<file path="config.mk">
export PLATFORM = sky130hd
export DESIGN_NAME = tsm_ctrl
export DESIGN_NICKNAME = d
export VERILOG_FILES = /design/src/tsm_pkg.sv /design/src/tsm_ctrl.sv
export SDC_FILE = /design/constraint.sdc
export NUM_CORES = 1
export LEC_CHECK = 0
export BUFFER_PORTS_ARGS = -buffer_cell sky130_fd_sc_hd__clkbuf_2
export CORE_AREA = 10 10 47 49
export CTS_CLUSTER_SIZE = 12
export DETAILED_ROUTE_END_ITERATION = 6
export DIE_AREA = 0 0 57 59
export PLACE_DENSITY = 0.38
export SLEW_MARGIN = 20
export SYNTH_ARGS = -nofsm -noshare
export SYNTH_HDL_FRONTEND = slang
export SYNTH_SLANG_ARGS = --single-unit
export TNS_END_PERCENT = 1
</file>
<file path="constraint.sdc">
create_clock -name clk_i -period 1.5 [get_ports clk_i]
set_input_delay 0.075 -clock clk_i [delete_from_list [all_inputs] [get_ports clk_i]]
set_output_delay 0.075 -clock clk_i [all_outputs]
set_load 0.02 [all_outputs]
</file>
<file path="src/tsm_pkg.sv">
package tsm_pkg;

  localparam int unsigned NODE_COUNT   = 1024;
  localparam int unsigned PATTERN_BITS = 64;
  localparam int unsigned LETTERS      = 26;

  localparam int unsigned NODE_W   = (NODE_COUNT > 1) ? $clog2(NODE_COUNT) : 1;
  localparam int unsigned PB_W     = $clog2(PATTERN_BITS);
  localparam int unsigned OP_W     = 2;
  localparam int unsigned LETTER_W = 5;
  localparam int unsigned NODE_P_W = 10;
  localparam int unsigned LEN_W    = 6;

  typedef logic [PATTERN_BITS-1:0] vec_t;

  typedef enum logic [OP_W-1:0] {
    OP_APPEND = 2'd0,
    OP_EDGE   = 2'd1,
    OP_QUERY  = 2'd2,
    OP_NONE   = 2'd3
  } opcode_e;

  typedef enum logic [2:0] {
    ST_CLEAR = 3'b001,
    ST_IDLE  = 3'b010,
    ST_EXEC  = 3'b100
  } tsm_state_e;

  typedef struct packed {
    logic clear;   // clearing pass writes one node entry
    logic accept;  // request taken this cycle
    logic exec;    // node data back from memory, finish request
  } tsm_cmd_t;

  typedef struct packed {
    logic clear_done;
  } tsm_status_t;

endpackage

</file>
<file path="src/tsm_ctrl.sv">
module tsm_ctrl
  import tsm_pkg::*;
(
  input  logic        clk_i,
  input  logic        rst_ni,
  input  logic        start_i,
  input  tsm_status_t status_i,
  output tsm_cmd_t    cmd_o,
  output logic        busy_o
);

  tsm_state_e state_q, state_d;

  always_comb begin
    state_d = state_q;
    case (state_q)
      ST_CLEAR: begin
        if (status_i.clear_done) state_d = ST_IDLE;
      end
      ST_IDLE: begin
        if (start_i) state_d = ST_EXEC;
      end
      ST_EXEC: begin
        state_d = ST_IDLE;
      end
      default: state_d = ST_CLEAR;
    endcase
  end

  always_ff @(posedge clk_i or negedge rst_ni) begin
    if (!rst_ni) begin
      state_q <= ST_CLEAR;
    end else begin
      state_q <= state_d;
    end
  end

  assign cmd_o.clear  = (state_q == ST_CLEAR);
  assign cmd_o.accept = (state_q == ST_IDLE) && start_i;
  assign cmd_o.exec   = (state_q == ST_EXEC);
  assign busy_o       = (state_q != ST_IDLE);

endmodule

</file>
==> metrics.csv <==
stage;metric;value;unit
outcome;outcome;complete, no violations;
timing;Clock Skew;0.00439;ns
logic_synthesis;Yosys reg bits;3;
global_routing;met1 Track Usage GR;2.96;%
cts;root buf cell;clkbuf_4;
final_layout;most common cell after layout, fill and taps aside;clkbuf_2;
global_routing;first-pass GRT wire length;641;um
setup_path;Worst setup SP type;flop;
final_layout;Syn-to-layout area delta;60.2;%
timing;unrepaired setup endpoints after global routing;no;
drt;post-DR wirelength/cell;9.58;um
global_routing;met2 GRT Util;2.95;%
timing;final hold viol count;0;
setup_path;delay-heaviest family, CP;simple AND/OR/NAND/NOR gates;
cts;clock slew at reported path FFs;0.03;ns
timing;crit path time final;1.40;ns
placed_design;Port-buffer cells;7;
final_layout;post-route cell area;246;sq um
timing;Final TNS setup;0;ns
global_routing;initial antenna violation count;0;
setup_path;slowest CP cell;dfrtp_1;
die;number of placement rows;14;
final_layout;largest register by flop count;state_q;
final_layout;largest registers;state_q x3;
cts;CTS sink cnt;3;
cts;total CTS buffers;3;
logic_synthesis;Synth cell types;12;
placed_design;post-DP HPWL;344;um
final_layout;n_diodes;0;
logic_synthesis;synth top area cells;dfrtp_1, dfstp_2, or3b_4;
power_and_ir_drop;P per Cell Area;1950;mW/mm^2
setup_path;Levels on crit path;3;
logic_synthesis;largest area contributor in the netlist;dfrtp_1;
cts;Max clock buf depth;2;
timing;final setup vio count;0;
final_layout;Finished Layout Cells;43;
run;max-cap violation count;0;
placed_design;pre-CTS WS;0.334;ns
placed_design;Placed Instances;38;
global_routing;largest net degree at the start of global routing;7;
die;CORE AREA;0.00140;sq mm
global_routing;gr busiest metal;met4;
global_routing;gr usage total;2.68;%
logic_synthesis;Synth warnings;0;
setup_path;Worst Path Required;1.42;ns
timing;f_max;714;MHz
die;starting density of the core;11.0;%
timing;PnR worst setup slack;0.100;ns
final_layout;most frequent cells in the layout;clkbuf_2, clkbuf_4, inv_1, nor2_1;
setup_path;crit-path cells;or3b_4 > nor2_1 > clkbuf_2;
die;Die ar.;0.00336;sq mm
logic_synthesis;Syn Area/Cell;10.3;sq um
drt;post-route ant nets;0;
die;die width;57;um
setup_path;RR Endpoint;state_q[1];
logic_synthesis;Synth Cell Area;154;sq um
placed_design;Final GP Congestion;0.596;
timing;max_slew headroom;79.2;%
setup_path;reg2reg start;state_q[0];
power_and_ir_drop;Max IR drop VDD;0.503;mV
setup_path;flop2flop setup slack;0.38;ns
final_layout;max FFs per register;3;
setup_path;max incr delay on CP;0.42;ns
setup_path;CP Data Arrival Time;1.32;ns
logic_synthesis;Post-Syn Nets;19;
global_routing;GRT overflow;0;
timing;Slew Limit Fails;0;
timing;period utilisation layout;93.3;%
drt;Via density;3.47;
logic_synthesis;cells after synthesis;15;
cts;H-tree levels;1;
setup_path;Crit. End Element;primary output;
setup_path;worst reg2reg path depth;2;
placed_design;Area after DPL;209;sq um
setup_path;last element of the critical path;cmd_o[1];
die;IO Pins;8;
cts;TritonCTS clock tree;done;
worst_hold_path;worst hold path type;in -> reg;
global_routing;met3 global-route usage;1.29;%
drt;initial drt markers;3;
timing;worst-margin pin slew;0.308;ns
drt;DRC;0;
power_and_ir_drop;leak pwr;0.125;nW
global_routing;vias in the first global route;164;
setup_path;crit path buf inv count;1;
die;Die Y;59;um
final_layout;Layout Nets;32;
cts;setup bufs post-CTS;0;
setup_path;critical path fanouts, max;6;
logic_synthesis;Synth top area share;32.5;%
drt;vias;149;
final_layout;layout cells sized above 1;48.1;%
cts;Skew-Pair Late Insertion Delay;0.23;ns
logic_synthesis;Seq/Total Area, Yosys;49.6;%
power_and_ir_drop;total design power;0.480;mW
drt;Initial DRT Pass Iterations;3;
setup_path;Worst Setup SP;state_q[2];
drt;final WL;412;um
setup_path;Crit Path Class;reg -> out;
[synth_stat cells]
| master | instances |
|---|---|
| nor4b_1 | 1 |
| dfrtp_1 | 2 |
| xor2_1 | 1 |
| nor2_1 | 2 |
| nor4bb_1 | 1 |
| dfstp_2 | 1 |
| or3b_4 | 1 |
| a21oi_1 | 1 |
| or3_1 | 1 |
| nor3b_1 | 1 |
| nor3_1 | 1 |
| inv_1 | 2 |
[metrics by stage]
| step | hold WS (ns) | utilization [%] |
|---|---|---|
| after floorplan | -0.221 | - |
| after global placement | -0.128 | 14.9 |
| after detailed placement | -0.125 | 14.9 |
| after CTS | 0.0844 | 17.5 |
| after global routing | 0.101 | 17.6 |
| final | 0.0878 | 17.6 |
[worst reg2reg max path: cells and delay by family, from the launching register on]
kind / cells / cell delay [ns]
flops: 1 / 0.55
simple gates: 2 / 0.43
[how the worst min path moves through the flow]
stage                       to  depth (start not counted)     from
floorplan           state_q[1]                          0   rst_ni
global placement    state_q[1]                          1   rst_ni
detailed placement  state_q[1]                          1   rst_ni
CTS                 state_q[2]                          3  start_i
global route        state_q[2]                          3  start_i
finish              state_q[2]                          3  start_i
[logic make-up (layout without fill, tap and decap cells)]
group	Yosys count	in the layout	share of synthesized area, %
AND/OR/NAND/NOR	8	8	36.6
flip-flops	3	3	49.6
buffers and inverters	2	14	4.88
AO/OA/AOI/OAI	1	1	3.25
XOR/XNOR	1	1	5.69
[layer usage]
metal / routed length, um / vias up
met1: 217 / 68
met4: 0 / 0
met5: 0 / -
li1: - / 75
met3: 17 / 0
met2: 177 / 6
[cell type report]
class	count	area, sq um
timing repair buffer	8	45.0
tap	16	20.0
sequential	3	77.6
clock buffer	4	26.3
multi-input combinational	10	70.1
fill	167	1150
inverter	2	7.51
[power by group]
part | total (mW) | switching [mW] | leakage (nW) | internal, mW
clock | 0.139 | 0.0391 | 0.0150 | 0.0995
sequential | 0.163 | 0.0397 | 0.0358 | 0.123
combinational | 0.178 | 0.0992 | 0.0745 | 0.0792
[timing repair]
| item | 4_1_cts | 5_1_grt |
|---|---|---|
| hold buffers | 1 | 0 |
| gates resized for setup | 0 | 1 |
| endpoints found under the setup margin | 0 | 1 |
| hold endpoints to repair | 3 | 0 |
Power figures use the tool's default switching activity.
